### src/rtl/afef_pkg.sv
// Shared constants, types and coefficient tables for the audio FIR effect filter.
package afef_pkg;

  localparam int MAX_TAPS      = 12;
  localparam int COSINE_LENGTH = 13;

  localparam int TAP_W   = (MAX_TAPS > 1) ? $clog2(MAX_TAPS) : 1;
  localparam int CNT_W   = $clog2(MAX_TAPS + 1);
  localparam int PHASE_W = (COSINE_LENGTH > 1) ? $clog2(COSINE_LENGTH) : 1;

  localparam int SMP_W  = 8;
  localparam int OFS_W  = 9;
  localparam int COEF_W = 11;
  localparam int PROD_W = OFS_W + COEF_W;
  localparam int ACC_W  = 20;

  localparam int MIDPOINT    = 127;
  localparam int SMP_MAX     = 255;
  localparam int COS_ENTRIES = 13;
  localparam int COEF_SLOTS  = 12;

  // truncating divide by 10 of a product magnitude below 2048
  localparam int CDIV_SHIFT = 14;
  localparam int CDIV_MULT  = 1639;
  localparam int CMAG_W     = 11;
  localparam int CQM_W      = CMAG_W + 11;
  localparam int CQ_W       = CQM_W - CDIV_SHIFT;
  localparam int CV_W       = 10;

  // floor divide by 500: bias the sum positive, multiply by reciprocal
  localparam int FIR_DIVISOR = 500;
  localparam int FDIV_BIAS   = 512;
  localparam int FDIV_SHIFT  = 28;
  localparam int FDIV_MULT   = 536871;
  localparam int FU_W        = 19;
  localparam int FQM_W       = FU_W + 20;
  localparam int FQ_W        = FQM_W - FDIV_SHIFT;
  localparam int FY_W        = FQ_W + 1;

  typedef enum logic [1:0] {
    MODE_HP       = 2'd0,
    MODE_LP       = 2'd1,
    MODE_BP       = 2'd2,
    MODE_SHIFT_HP = 2'd3
  } mode_t;

  typedef struct packed {
    logic mul_en;
    logic acc_en;
    logic first;
  } mac_ctl_t;

  typedef logic signed [COEF_W-1:0] coef_t;

  localparam coef_t HP_COEF [COEF_SLOTS] = '{
    -11'sd18, -11'sd46, -11'sd83, -11'sd120, -11'sd148, 11'sd834,
    -11'sd148, -11'sd120, -11'sd83, -11'sd46, -11'sd18, 11'sd0};
  localparam coef_t LP_COEF [COEF_SLOTS] = '{
    11'sd37, 11'sd57, 11'sd77, 11'sd96, 11'sd111, 11'sd119,
    11'sd119, 11'sd111, 11'sd96, 11'sd77, 11'sd57, 11'sd37};
  localparam coef_t BP_COEF [COEF_SLOTS] = '{
    -11'sd69, -11'sd128, -11'sd109, 11'sd13, 11'sd170, 11'sd242,
    11'sd170, 11'sd13, -11'sd109, -11'sd128, -11'sd69, 11'sd0};
  localparam coef_t COS_TABLE [COS_ENTRIES] = '{
    11'sd10, 11'sd8, 11'sd5, 11'sd0, -11'sd4, -11'sd8, -11'sd9,
    -11'sd9, -11'sd6, -11'sd1, 11'sd3, 11'sd7, 11'sd9};

  function automatic logic [CNT_W-1:0] mode_taps(input mode_t m);
    int t;
    case (m)
      MODE_LP: t = 12;
      default: t = 11;
    endcase
    if (t > MAX_TAPS) t = MAX_TAPS;
    return CNT_W'(t);
  endfunction

  function automatic coef_t fir_coef(input mode_t m, input logic [TAP_W-1:0] idx);
    int k;
    coef_t c;
    k = int'(idx);
    c = '0;
    if (k < COEF_SLOTS) begin
      case (m)
        MODE_LP: c = LP_COEF[k];
        MODE_BP: c = BP_COEF[k];
        default: c = HP_COEF[k];
      endcase
    end
    return c;
  endfunction

  function automatic coef_t cos_coef(input logic [PHASE_W-1:0] phase);
    int k;
    coef_t c;
    k = int'(phase);
    c = '0;
    if (k < COS_ENTRIES) c = COS_TABLE[k];
    return c;
  endfunction

endpackage

### src/rtl/afef_mac.sv
// Shared multiply-accumulate unit: registered product, added into the accumulator in the following cycle.
module afef_mac
  import afef_pkg::*;
(
  input  logic                     clk,
  input  logic                     rst_n,
  input  mac_ctl_t                 ctl,
  input  logic signed [OFS_W-1:0]  op_a,
  input  logic signed [COEF_W-1:0] op_b,
  output logic signed [PROD_W-1:0] prod,
  output logic signed [ACC_W-1:0]  acc
);

  logic signed [PROD_W-1:0] prod_r;
  logic signed [ACC_W-1:0]  acc_r;
  logic                     vld_r;
  logic                     first_r;

  always_ff @(posedge clk) begin
    if (!rst_n) begin
      vld_r   <= 1'b0;
      first_r <= 1'b0;
    end else begin
      vld_r   <= ctl.mul_en & ctl.acc_en;
      first_r <= ctl.first;
    end
    if (ctl.mul_en) prod_r <= op_a * op_b;
    if (vld_r) begin
      if (first_r) acc_r <= ACC_W'(prod_r);
      else         acc_r <= acc_r + ACC_W'(prod_r);
    end
  end

  assign prod = prod_r;
  assign acc  = acc_r;

endmodule

### src/rtl/audio_fir_effect_filter.sv
// Audio FIR effect filter top level: sequencer, delay line, divide and saturate stages.
// One item in, at most one result out. Each item is taken by a sequencer that steps a single
// 9x11 multiplier through the window one tap per cycle. For an item that yields a result it
// shifts the delay line, runs the taps, drains the accumulator, then divides and saturates;
// shift then high-pass mode first forms the cosine product and its divide by 10. An item
// that only fills the window ends after the shift. The result sits in an output register,
// so the next item is accepted while it waits; the sequencer stalls only when a new result
// is ready and the previous one is still not taken. No result is given until the window for
// the current mode is full.
module audio_fir_effect_filter
  import afef_pkg::*;
(
  input  logic             clk,
  input  logic             rst_n,
  input  logic             in_tvalid,
  output logic             in_tready,
  input  logic [SMP_W-1:0] in_tdata,   // [7:0] sample_in
  output logic             out_tvalid,
  input  logic             out_tready,
  output logic [SMP_W-1:0] out_tdata,  // [7:0] sample_out
  output logic             out_tuser,  // [0] clipped
  input  logic             cfg_we,
  input  logic [1:0]       cfg_wdata   // filter_mode
);

  typedef enum logic [3:0] {
    S_IDLE,
    S_COS_MUL,
    S_COS_DIV,
    S_COS_FIX,
    S_SHIFT,
    S_MAC,
    S_DRAIN,
    S_DIV_MUL,
    S_DIV_FIX
  } state_t;

  state_t             state_r, state_nxt;
  mode_t              mode_r;
  logic [SMP_W-1:0]   x_r, x_nxt;
  logic [SMP_W-1:0]   delay_r [MAX_TAPS];
  logic [CNT_W-1:0]   fill_r, fill_nxt;
  logic [PHASE_W-1:0] phase_r, phase_nxt;
  logic [TAP_W-1:0]   tap_r, tap_nxt;
  logic [CQM_W-1:0]   cqm_r, cqm_nxt;
  logic               cneg_r, cneg_nxt;
  logic [FQM_W-1:0]   dqm_r, dqm_nxt;
  logic               out_valid_r, out_valid_nxt;
  logic [SMP_W-1:0]   out_sample_r, out_sample_nxt;
  logic               out_clip_r, out_clip_nxt;
  logic               shift_en;

  mac_ctl_t                 mac_ctl;
  logic signed [OFS_W-1:0]  mac_a;
  logic signed [COEF_W-1:0] mac_b;
  logic signed [PROD_W-1:0] mac_prod;
  logic signed [ACC_W-1:0]  mac_acc;

  logic [CNT_W-1:0]         taps;
  logic [CNT_W-1:0]         fill_inc;
  logic [CNT_W-1:0]         rd_cnt;
  logic [TAP_W-1:0]         rd_idx;
  logic [TAP_W-1:0]         last_tap;
  logic [SMP_W-1:0]         tap_smp;
  logic signed [PROD_W-1:0] pabs;
  logic [CQ_W-1:0]          cq;
  logic signed [CV_W-1:0]   cv;
  logic signed [ACC_W-1:0]  biased;
  logic [FQ_W-1:0]          fq;
  logic signed [FY_W-1:0]   fy;

  afef_mac u_mac (
    .clk   (clk),
    .rst_n (rst_n),
    .ctl   (mac_ctl),
    .op_a  (mac_a),
    .op_b  (mac_b),
    .prod  (mac_prod),
    .acc   (mac_acc)
  );

  assign taps     = mode_taps(mode_r);
  assign fill_inc = (fill_r < CNT_W'(MAX_TAPS)) ? fill_r + CNT_W'(1) : fill_r;
  assign rd_cnt   = taps - CNT_W'(1) - CNT_W'(tap_r);
  assign rd_idx   = rd_cnt[TAP_W-1:0];
  assign last_tap = TAP_W'(taps - CNT_W'(1));
  assign tap_smp  = delay_r[rd_idx];

  assign pabs   = mac_prod[PROD_W-1] ? -mac_prod : mac_prod;
  assign cq     = cqm_r[CQM_W-1:CDIV_SHIFT];
  assign cv     = cneg_r ? CV_W'(MIDPOINT) - CV_W'(cq) : CV_W'(MIDPOINT) + CV_W'(cq);
  assign biased = mac_acc + ACC_W'(FIR_DIVISOR * FDIV_BIAS);
  assign fq     = dqm_r[FQM_W-1:FDIV_SHIFT];
  assign fy     = signed'({1'b0, fq}) - FY_W'(FDIV_BIAS - MIDPOINT);

  always_comb begin
    state_nxt      = state_r;
    x_nxt          = x_r;
    fill_nxt       = fill_r;
    phase_nxt      = phase_r;
    tap_nxt        = tap_r;
    cqm_nxt        = cqm_r;
    cneg_nxt       = cneg_r;
    dqm_nxt        = dqm_r;
    out_valid_nxt  = out_valid_r & ~out_tready;
    out_sample_nxt = out_sample_r;
    out_clip_nxt   = out_clip_r;
    shift_en       = 1'b0;
    mac_ctl        = '0;
    mac_a          = signed'({1'b0, tap_smp}) - OFS_W'(MIDPOINT);
    mac_b          = fir_coef(mode_r, tap_r);

    case (state_r)
      S_IDLE: begin
        if (in_tvalid) begin
          x_nxt     = in_tdata;
          state_nxt = (mode_r == MODE_SHIFT_HP) ? S_COS_MUL : S_SHIFT;
        end
      end
      S_COS_MUL: begin
        mac_a          = signed'({1'b0, x_r}) - OFS_W'(MIDPOINT);
        mac_b          = cos_coef(phase_r);
        mac_ctl.mul_en = 1'b1;
        state_nxt      = S_COS_DIV;
      end
      S_COS_DIV: begin
        cneg_nxt  = mac_prod[PROD_W-1];
        cqm_nxt   = CQM_W'(pabs[CMAG_W-1:0]) * CQM_W'(CDIV_MULT);
        state_nxt = S_COS_FIX;
      end
      S_COS_FIX: begin
        if (cv < 0)                    x_nxt = '0;
        else if (cv > CV_W'(SMP_MAX))  x_nxt = SMP_W'(SMP_MAX);
        else                           x_nxt = cv[SMP_W-1:0];
        if (phase_r >= PHASE_W'(COSINE_LENGTH - 1)) phase_nxt = '0;
        else                                        phase_nxt = phase_r + PHASE_W'(1);
        state_nxt = S_SHIFT;
      end
      S_SHIFT: begin
        shift_en = 1'b1;
        fill_nxt = fill_inc;
        tap_nxt  = '0;
        state_nxt = (fill_inc < taps) ? S_IDLE : S_MAC;
      end
      S_MAC: begin
        mac_ctl.mul_en = 1'b1;
        mac_ctl.acc_en = 1'b1;
        mac_ctl.first  = (tap_r == '0);
        if (tap_r == last_tap) state_nxt = S_DRAIN;
        else                   tap_nxt   = tap_r + TAP_W'(1);
      end
      S_DRAIN: begin
        state_nxt = S_DIV_MUL;
      end
      S_DIV_MUL: begin
        dqm_nxt   = FQM_W'(biased[FU_W-1:0]) * FQM_W'(FDIV_MULT);
        state_nxt = S_DIV_FIX;
      end
      S_DIV_FIX: begin
        if (!out_valid_r || out_tready) begin
          out_valid_nxt = 1'b1;
          if (fy < 0) begin
            out_sample_nxt = '0;
            out_clip_nxt   = 1'b1;
          end else if (fy > FY_W'(SMP_MAX)) begin
            out_sample_nxt = SMP_W'(SMP_MAX);
            out_clip_nxt   = 1'b1;
          end else begin
            out_sample_nxt = fy[SMP_W-1:0];
            out_clip_nxt   = 1'b0;
          end
          state_nxt = S_IDLE;
        end
      end
      default: state_nxt = S_IDLE;
    endcase
  end

  always_ff @(posedge clk) begin
    if (!rst_n) begin
      state_r     <= S_IDLE;
      mode_r      <= MODE_HP;
      fill_r      <= '0;
      phase_r     <= '0;
      tap_r       <= '0;
      out_valid_r <= 1'b0;
      for (int i = 0; i < MAX_TAPS; i++) delay_r[i] <= SMP_W'(MIDPOINT);
    end else begin
      state_r     <= state_nxt;
      fill_r      <= fill_nxt;
      phase_r     <= phase_nxt;
      tap_r       <= tap_nxt;
      out_valid_r <= out_valid_nxt;
      if (cfg_we) mode_r <= mode_t'(cfg_wdata);
      if (shift_en) begin
        for (int i = MAX_TAPS - 1; i > 0; i--) delay_r[i] <= delay_r[i-1];
        delay_r[0] <= x_r;
      end
    end
    x_r          <= x_nxt;
    cqm_r        <= cqm_nxt;
    cneg_r       <= cneg_nxt;
    dqm_r        <= dqm_nxt;
    out_sample_r <= out_sample_nxt;
    out_clip_r   <= out_clip_nxt;
  end

  assign in_tready  = (state_r == S_IDLE);
  assign out_tvalid = out_valid_r;
  assign out_tdata  = out_sample_r;
  assign out_tuser  = out_clip_r;

`ifndef SYNTHESIS
  a_fill_max: assert property (@(posedge clk) disable iff (!rst_n)
    fill_r <= CNT_W'(MAX_TAPS))
    else $error("fill count past window size");

  a_result_full: assert property (@(posedge clk) disable iff (!rst_n)
    (state_r == S_DIV_FIX && state_nxt == S_IDLE) |-> fill_r >= taps)
    else $error("result issued before window full");

  a_phase_mode: assert property (@(posedge clk) disable iff (!rst_n)
    ($past(rst_n) && !$stable(phase_r)) |-> $past(mode_r) == MODE_SHIFT_HP)
    else $error("cosine phase moved outside shift mode");

  a_mac_order: assert property (@(posedge clk) disable iff (!rst_n)
    (state_r == S_MAC && state_nxt == S_DRAIN) |=> state_r == S_DRAIN ##1 state_r == S_DIV_MUL)
    else $error("accumulate drain sequence broken");
`endif

endmodule
### config.mk
export PLATFORM = sky130hd
export DESIGN_NAME = audio_fir_effect_filter
export DESIGN_NICKNAME = d
export VERILOG_FILES = /design/src/rtl/afef_pkg.sv /design/src/rtl/afef_mac.sv /design/src/rtl/audio_fir_effect_filter.sv
export SDC_FILE = /design/constraint.sdc
export NUM_CORES = 1
export LEC_CHECK = 0
export ABC_AREA = 1
export BUFFER_PORTS_ARGS = -buffer_cell sky130_fd_sc_hd__buf_4
export CAP_MARGIN = 20
export CORE_UTILIZATION = 60
export CTS_BUF_LIST = sky130_fd_sc_hd__clkbuf_8
export DETAILED_ROUTE_END_ITERATION = 10
export PLACE_DENSITY_LB_ADDON = 0.05
export SYNTH_ARGS = -nofsm -noshare
export SYNTH_HDL_FRONTEND = slang
export SYNTH_SLANG_ARGS = --single-unit
### constraint.sdc
create_clock -name clk -period 11.3 [get_ports clk]
set_clock_uncertainty 0.1 [all_clocks]
set_input_delay 1.695 -clock clk [delete_from_list [all_inputs] [get_ports clk]]
set_output_delay 1.695 -clock clk [all_outputs]
set_load 0.05 [all_outputs]
==> flow_metrics.tcl, run 1 <==
set metrics [dict create \
    outcome "finished clean" \
    die_height_um 194 \
    first_iter_violations 1032 \
    fp-row-count 70 \
    maxCapViolCount 0 \
    max-clock-path-buffers 2 \
    dp.final_hpwl_um 41800 \
    synth_ff_type "edfxtp_1" \
    drt_first_pass_iters 5 \
    synth_seq_area_share_pct 25.2 \
    drtAntennaViolNets 0 \
    async_flop_share_pct 0 \
    rsz0062_at_grt "false" \
    grtUsageTotal_pct 28.5 \
    grt_pass1_vias 16900 \
    start_util_pct 60.7 \
    hp-class "flip-flop to flip-flop" \
    min_to "mode_r[1]" \
    slew_headroom_pct 24.8 \
    synth_edf_count 172 \
    cpMostUsedCell "inv_1" \
    max_slew.worst_pin.slew_ns 1.12 \
    fin_nets 3132 \
    crit_required_ns 11.44 \
    reg2reg_to "u_mac.prod[17]" \
    setup_tns_ns 0 \
    critical-path-slowest-cell "inv_1" \
    fillCellCount 3235 \
    maxSlewViolCount 0 \
    worstRegToRegCells 34 \
    cts_num_sinks 193 \
    crit_arrival_ns 8.43 \
    fp.dieW_um 194 \
    final_layout_size_suffix_gt1_share_pct 7.31 \
    setup_viol 0 \
    clk_latency_ns 0.51 \
    die_area_um2 37700 \
    seq_area_um2 5590 \
    slowest_delay_ns 0.64 \
    r2r-start "mode_r[1]" \
    crit_type "flip-flop to flip-flop" \
    min_path_cells 2 \
    gp_congestion 0.937 \
    htreeDepth 4 \
    reg2reg_slack_ns 3.01 \
    multiInputGateArea_um2 14400 \
    cts_hold_buffers 0 \
    syn_nets 3121 \
    min_from "mode_r[1]" \
    cts_tree "yes" \
    syn2layout_area_growth_pct 4.90 \
    portBuffers 25 \
    post_cts_resized 0 \
    synth_cell_type_count 52 \
    core_um2 36500 \
    antenna_found_initial 0 \
    period_share_pct 73.3 \
    clk_transition_reported_paths_ns 0.12 \
    path_max_fanout 26 \
    drt_wl_total_um 51200 \
    via_per_inst 5.46 \
    postSynthCellCount 2588 \
    max_freq_mhz 121 \
    syn-cell-area_um2 22200 \
    clock-root-buffer "clkbuf_8" \
    cts_inserted_buffers 17 \
    synth.avg_cell_area_um2 8.57 \
    diodes 0 \
    finalCriticalPeriod_ns 8.29 \
    crit_path_end_kind "flip-flop" \
    grt_first_pass_wirelength_um 85000 \
    grt_overflow 0 \
    hold_viol 0 \
    post_cts_buffers 0 \
    startpoint_type "flip-flop" \
    vias 16800 \
    grt_max_degree 80 \
    synth-seq-cells 193 \
    ios 26 \
    yosys_warnings 0 \
    post_drt_wl_per_cell_um 16.6 \
    drc 0 \
]
[worst max-delay path by stage]
| stage | from | end | slack, ns | cells past startpoint |
|---|---|---|---|---|
| after detailed placement | mode_r[1] | u_mac.prod[17] | 3.10 | 34 |
| final | mode_r[1] | u_mac.prod[17] | 3.01 | 34 |
| after global routing | mode_r[1] | u_mac.prod[17] | 2.50 | 34 |
| after global placement | mode_r[1] | u_mac.prod[17] | 3.30 | 34 |
| after CTS | mode_r[1] | u_mac.prod[17] | 3.05 | 34 |
| after floorplan | mode_r[1] | u_mac.prod[17] | 4.37 | 35 |
[worst max-delay path, delay by kind of cell, from the launching register on]
kind                       cells  cell delay (ns)
and+or+nand+nor               11             1.33
DFF                            1             0.38
buffers and inverters          8             1.36
adders and majority gates     10             3.84
AOI/OAI and AO/OA              4             0.84
xor gates and xnor gates       1             0.14
[placed cells by master (no fill, tap or decap), types with 3 or more instances in the layout]
cell        n
a31oi_1     9
xnor2_1    24
o21a_1      5
edfxtp_1  172
xor2_1     55
clkbuf_8   17
or2_2      71
nor2_1    193
and2_1      3
o21ai_1     5
nand2_4     4
nor2_2     15
nand3_1   127
inv_6       3
inv_8       4
buf_4      34
nor4_1      6
nor2_4      3
inv_2      12
clkinv_8    6
a21oi_2     3
fa_1      197
a21oi_1   121
o31ai_1    10
nand2_2     9
o22ai_1     5
nand4_1    11
a211oi_1    6
inv_1     521
o21bai_1   12
nand2_1   459
nor3_1     22
ha_1      321
nand3_2     3
dfxtp_1    21
o21ai_0    79
o211ai_1   12
a21o_1     10
[state kept, by name, indices dropped and copies added, names as in the netlist, 8 cells and up]
signal      cells
cqm_r           8
delay_r        96
dqm_r          11
out_tdata       8
u_mac.acc      19
u_mac.prod     20
x_r             8
[cells by family (layout without fill, tap and decap cells)]
group | count (synthesis) | in the layout | share of synthesized area, %
and+or+nand+nor | 928 | 928 | 18.2
xor gates and xnor gates | 79 | 79 | 3.12
adders and majority gates | 518 | 518 | 35.9
DFF | 193 | 193 | 25.2
buffers and inverters | 579 | 603 | 10.1
AOI/OAI and AO/OA | 291 | 291 | 7.58
[final cells by class]
cell class                 instances  area share [%]
inverter                         536            8.66
sequential                       193            24.0
multi-input combinational       1816            61.8
clock inverter                    15           0.833
clock buffer                      17            1.01
timing repair buffer              35            1.22
tap                              468            2.52
[cell usage after synthesis, types with 21 or more instances]
master | number | area share, %
nor3_1 | 22 | 0.50
edfxtp_1 | 172 | 23
clkbuf_1 | 21 | 0.36
or2_2 | 71 | 2.0
nand3_1 | 127 | 2.9
fa_1 | 197 | 18
inv_1 | 522 | 8.8
o21ai_0 | 79 | 1.8
ha_1 | 321 | 18
xor2_1 | 55 | 2.2
dfxtp_1 | 21 | 1.9
xnor2_1 | 24 | 0.95
nand2_1 | 460 | 7.8
a21oi_1 | 121 | 2.7
nor2_1 | 194 | 3.3
[through the flow]
stage	hold WS, ns	cell area (µm²)	instances	util [%]	setup WS, ns
after floorplan	0.324	22200	2588	-	4.37
after global placement	0.380	22800	3047	62.5	3.30
after detailed placement	0.393	22800	3047	62.5	3.10
after CTS	0.412	23200	3079	63.6	3.05
after global routing	0.449	23300	3080	63.7	2.50
final	0.406	23300	3080	63.7	3.01
[per-layer routing]
| metal | GRT usage [%] | wire length [µm] | part of all wire (%) | vias up |
|---|---|---|---|---|
| met5 | 0 | 0 | 0 | - |
| met4 | 6.91 | 941 | 1.8 | 0 |
| met3 | 3.95 | 2980 | 5.8 | 52 |
| met2 | 45.1 | 23200 | 45 | 418 |
| met1 | 41.4 | 24200 | 47 | 8057 |
| li1 | - | - | - | 8277 |
Power of run 1 is not shown: default switching activity piles up to over one toggle a cycle in this logic, so the estimate is an artifact.
==> inputs of run 2 (changes only) <==
==> constraint.sdc (replaced) <==
create_clock -name clk -period 8 [get_ports clk]
set_clock_uncertainty 0.1 [all_clocks]
set_input_delay 1.2 -clock clk [delete_from_list [all_inputs] [get_ports clk]]
set_output_delay 1.2 -clock clk [all_outputs]
set_load 0.05 [all_outputs]
==> run 2 against run 1 <==
Effect of this change:
- sequential share of layout area down 0.053 points
- die area unchanged
- utilization rose by 0.14 points
- critical path type unchanged
- via count up 0.62%
- critical endpoint unchanged
- cell count increased by 0.19%
- critical path depth down 1
- clock-buffer cell count unchanged
- routed wire length up 0.16%
- non-clock buffer count grew 6
- first-iteration DRC count increased by 16%
- design area is 0.22% higher
==> flow_metrics.tcl, run 2 (synthesis gave the netlist of run 1 again) <==
set metrics [dict create \
    outcome "finished clean" \
    crit_buf_inv 7 \
    start_util_pct 60.7 \
    cts_num_sinks 193 \
    cp.depth 33 \
    die_area_um2 37700 \
    maxCapViolCount 0 \
    fin_nets 3138 \
    grtUsageTotal_pct 28.5 \
    cts_inserted_buffers 17 \
    via_per_inst 5.48 \
    post_dp_cell_area_um2 22900 \
    max_slew.worst_pin.slew_ns 1.07 \
    layout.cells.most_common "inv_1" \
    grt_first_pass_wirelength_um 84500 \
    worstRegToRegCells 33 \
    clock-root-buffer "clkbuf_8" \
    place_ws_ns 0.463 \
    core_um2 36500 \
    final_layout_size_suffix_gt1_share_pct 7.60 \
    min_path_cells 2 \
    setup_viol 0 \
    antenna_found_initial 0 \
    post_drt_wl_per_cell_um 16.6 \
    max-clock-path-buffers 2 \
    fin_cells 3086 \
    maxSlewViolCount 0 \
    min_to "fill_r[3]" \
    vias 16900 \
    cts_hold_buffers 0 \
    hp-class "flip-flop to flip-flop" \
    fp-row-count 70 \
    ios 26 \
    crit_path_end_kind "flip-flop" \
    htreeDepth 4 \
    diodes 0 \
    clk_latency_ns 0.52 \
    crit_type "flip-flop to flip-flop" \
    placed_cells 3054 \
    slew_headroom_pct 28.3 \
    grt_overflow 0 \
    finalCriticalPeriod_ns 7.44 \
    first_iter_violations 1193 \
    critical-path-slowest-cell "fa_1" \
    gp_congestion 0.933 \
    hold_viol 0 \
    min_from "fill_r[3]" \
    drc 0 \
    post_cts_buffers 0 \
    dp.final_hpwl_um 42700 \
    portBuffers 25 \
    startpoint_type "flip-flop" \
    grt_max_degree 80 \
    die_height_um 194 \
    reg2reg_slack_ns 0.56 \
    max_freq_mhz 134 \
    fp.dieW_um 194 \
    path_delay_family "adder cells" \
    cts_tree "yes" \
    slowest_delay_ns 0.56 \
    drt_wl_total_um 51300 \
    period_share_pct 93.0 \
    grt_pass1_vias 16800 \
    largest_reg_flops 96 \
    crit_arrival_ns 7.60 \
    final_area_um2 23300 \
    layout_setup_ws_ns 0.559 \
    r2r-start "mode_r[1]" \
    clk_transition_reported_paths_ns 0.11 \
    syn2layout_area_growth_pct 5.13 \
    path_max_fanout 25 \
    crit_required_ns 8.16 \
    final_cell_mix "inv_1 (521), nand2_1 (459), ha_1 (320)" \
    drtAntennaViolNets 0 \
    regMostFlops "delay_r" \
    drt_first_pass_iters 5 \
    reg2reg_to "u_mac.prod[17]" \
]
## run 2: changes by cell type in the layout (fill, tap and decap cells not counted), sizes merged
cell	previous run	this run
bufinv	0	2
buf	35	41
clkinvlp	0	1
clkinv	9	8
inv	542	540
## run 2: worst reg2reg max path, delay by kind of cell, from the launching register on
kind | cells | cell delay (ns)
AOI/OAI and AO/OA | 4 | 0.73
DFF | 1 | 0.34
buffers and inverters | 7 | 0.70
adders and majority gates | 10 | 3.95
xor gates and xnor gates | 1 | 0.15
and+or+nand+nor | 11 | 1.23
## run 2: timing repair
action                                  4_1_cts  5_1_grt
resized for setup                             0        4
endpoints found under the setup margin        0        3
hold endpoints to repair                      0        0
## run 2: per-stage QoR
stage / setup TNS, ns / hold slack, ns / utilization [%]
global placement: 0 / 0.379 / 62.7
global route: -0.0370 / 0.435 / 63.9
floorplan: 0 / 0.324 / -
finish: 0 / 0.409 / 63.9
detailed placement: 0 / 0.391 / 62.7
CTS: 0 / 0.407 / 63.8
## run 2: final cells by class
type,count,area [µm²]
multi-input cells,1816,14400
repair buffers,41,340
clock buffers,17,234
fillers,3166,13200
inverters,536,2010
clock inverters,15,173
well taps,468,586
flip-flops and latches,193,5590
## run 2: worst max-delay path by stage
stage	from	end	slack, ns
after floorplan	mode_r[1]	u_mac.prod[17]	1.07
after CTS	mode_r[1]	u_mac.prod[17]	0.44
after detailed placement	mode_r[1]	u_mac.prod[17]	0.46
after global placement	mode_r[1]	u_mac.prod[17]	0.66
after global routing	mode_r[1]	u_mac.prod[17]	-0.04
final	mode_r[1]	u_mac.prod[17]	0.56
## run 2: routing by layer
layer	vias up	GRT usage, %	routed length, µm
met1	8083	41.2	24400
met3	52	4.91	3060
li1	8305	-	-
met5	-	0	0
met2	468	44.8	23000
met4	0	6.61	854
Power of run 2 is left out for the same reason.
==> inputs of run 3 (changes only) <==
--- a/config.mk
+++ b/config.mk
@@ -8,6 +8,7 @@
 export ABC_AREA = 1
 export BUFFER_PORTS_ARGS = -buffer_cell sky130_fd_sc_hd__buf_4
 export CAP_MARGIN = 20
+export CORE_ASPECT_RATIO = 1.2
 export CORE_UTILIZATION = 60
 export CTS_BUF_LIST = sky130_fd_sc_hd__clkbuf_8
 export DETAILED_ROUTE_END_ITERATION = 10
==> constraint.sdc (replaced) <==
create_clock -name clk -period 9.6 [get_ports clk]
set_clock_uncertainty 0.1 [all_clocks]
set_input_delay 1.44 -clock clk [delete_from_list [all_inputs] [get_ports clk]]
set_output_delay 1.44 -clock clk [all_outputs]
set_load 0.05 [all_outputs]
==> run 3 against run 2 <==
Effect of this change:
- first-iteration DRC count fell by 26%
- critical path depth increased by 1
- global-route usage up 1.4 points
==> flow_metrics.tcl, run 3 (synthesis gave the netlist of run 1 again) <==
set metrics [dict create \
    clock-root-buffer "clkbuf_8" \
    grt_max_degree 80 \
    final_layout_size_suffix_gt1_share_pct 7.20 \
    die_area_um2 37700 \
    outcome "finished clean" \
    dp.final_hpwl_um 44300 \
    syn2layout_area_growth_pct 4.90 \
    grtUsageTotal_pct 29.9 \
    fp-row-count 76 \
    die_height_um 213 \
    slowest_delay_ns 0.61 \
    htreeDepth 4 \
    grt_overflow 0 \
    maxCapViolCount 0 \
    crit_path_end_kind "flip-flop" \
    layout.cells.most_common "inv_1" \
    finalCriticalPeriod_ns 8.18 \
    fp.dieW_um 178 \
    final_cell_mix "inv_1 (521), nand2_1 (459), ha_1 (321)" \
    drt_first_pass_iters 5 \
    slew_headroom_pct 33.9 \
    max_slew.worst_pin.slew_ns 0.990 \
    post_cts_buffers 0 \
    clk_latency_ns 0.53 \
    startpoint_type "flip-flop" \
    rsz0062_at_grt "false" \
    ios 26 \
    cts_tree "yes" \
    portBuffers 25 \
    core_um2 36100 \
    largest_reg_flops 96 \
    cts_inserted_buffers 17 \
    cts_num_sinks 193 \
    crit_required_ns 9.78 \
    fin_nets 3130 \
    cts_hold_buffers 0 \
    drtAntennaViolNets 0 \
    path_max_fanout 26 \
    start_util_pct 61.4 \
    post_drt_wl_per_cell_um 17.4 \
    drc 0 \
    period_share_pct 85.2 \
    fillCellCount 3206 \
    max-clock-path-buffers 2 \
    setup_tns_ns 0 \
    regMostFlops "delay_r" \
    first_iter_violations 880 \
    post_cts_resized 0 \
    setup_viol 0 \
    via_per_inst 5.47 \
    cpMostUsedCell "inv_1" \
    clk_transition_reported_paths_ns 0.13 \
    critical-path-slowest-cell "inv_1" \
    hold_viol 0 \
    hp-class "flip-flop to flip-flop" \
    whs_ns 0.415 \
    grt_first_pass_wirelength_um 87100 \
    drt_wl_total_um 53400 \
    maxSlewViolCount 0 \
    max_freq_mhz 122 \
    crit_arrival_ns 8.36 \
    vias 16800 \
    grt_pass1_vias 17400 \
    crit_type "flip-flop to flip-flop" \
    antenna_found_initial 0 \
    worstRegToRegCells 34 \
    gp_congestion 0.964 \
    min_path_cells 2 \
    diodes 0 \
]
[run 3: cell count changes in the layout (fill, tap and decap cells not counted), moves of 3 or more]
| cell | delta |
|---|---|
| inv_6 | -3 |
| inv_16 | +3 |
| inv_12 | +6 |
| buf_4 | -5 |
[run 3: final timing paths]
path / from / endpoint / slack (ns)
min reg2reg: fill_r[3] / fill_r[3] / 0.41
min: fill_r[3] / fill_r[3] / 0.41
max reg2reg: mode_r[1] / u_mac.prod[17] / 1.42
max: mode_r[1] / u_mac.prod[17] / 1.42
[run 3: critical path: cells and delay by family, from the launching register on]
family          cells  cell delay, ns
simple gates       11            1.30
xor+xnor            1            0.14
flops               1            0.38
fa+ha+maj          10            3.88
buf+inv             8            1.34
compound gates      4            0.77
[run 3: stage by stage]
| step | setup WS, ns | std cells | area, µm² | utilization, % |
|---|---|---|---|---|
| 3_5_place_dp | 1.47 | 3046 | 22800 | 63.1 |
| 2_1_floorplan | 2.67 | 2588 | 22200 | - |
| 3_3_place_gp | 1.72 | 3046 | 22800 | 63.1 |
| 4_1_cts | 1.44 | 3078 | 23300 | 64.4 |
| 5_1_grt | 0.972 | 3078 | 23300 | 64.4 |
| 6_report | 1.42 | 3078 | 23300 | 64.4 |
[run 3: final cells by class]
cell class / instances / area [µm²] / share of cell area, %
clock buffers: 17 / 234 / 1.01
clock inverters: 15 / 233 / 1.00
inverters: 536 / 2010 / 8.66
multi-input cells: 1816 / 14400 / 61.8
flip-flops and latches: 193 / 5590 / 24.0
well taps: 468 / 586 / 2.52
repair buffers: 33 / 248 / 1.06
[run 3: layer usage]
layer  share of wire, %  GRT usage [%]  wire length [µm]
met5                  0              0                 0
met4                4.9           14.8              2610
met3                3.2           2.72              1680
met2                 50           52.9             26700
met1                 42           36.4             22400
Power of run 3 is left out for the same reason.
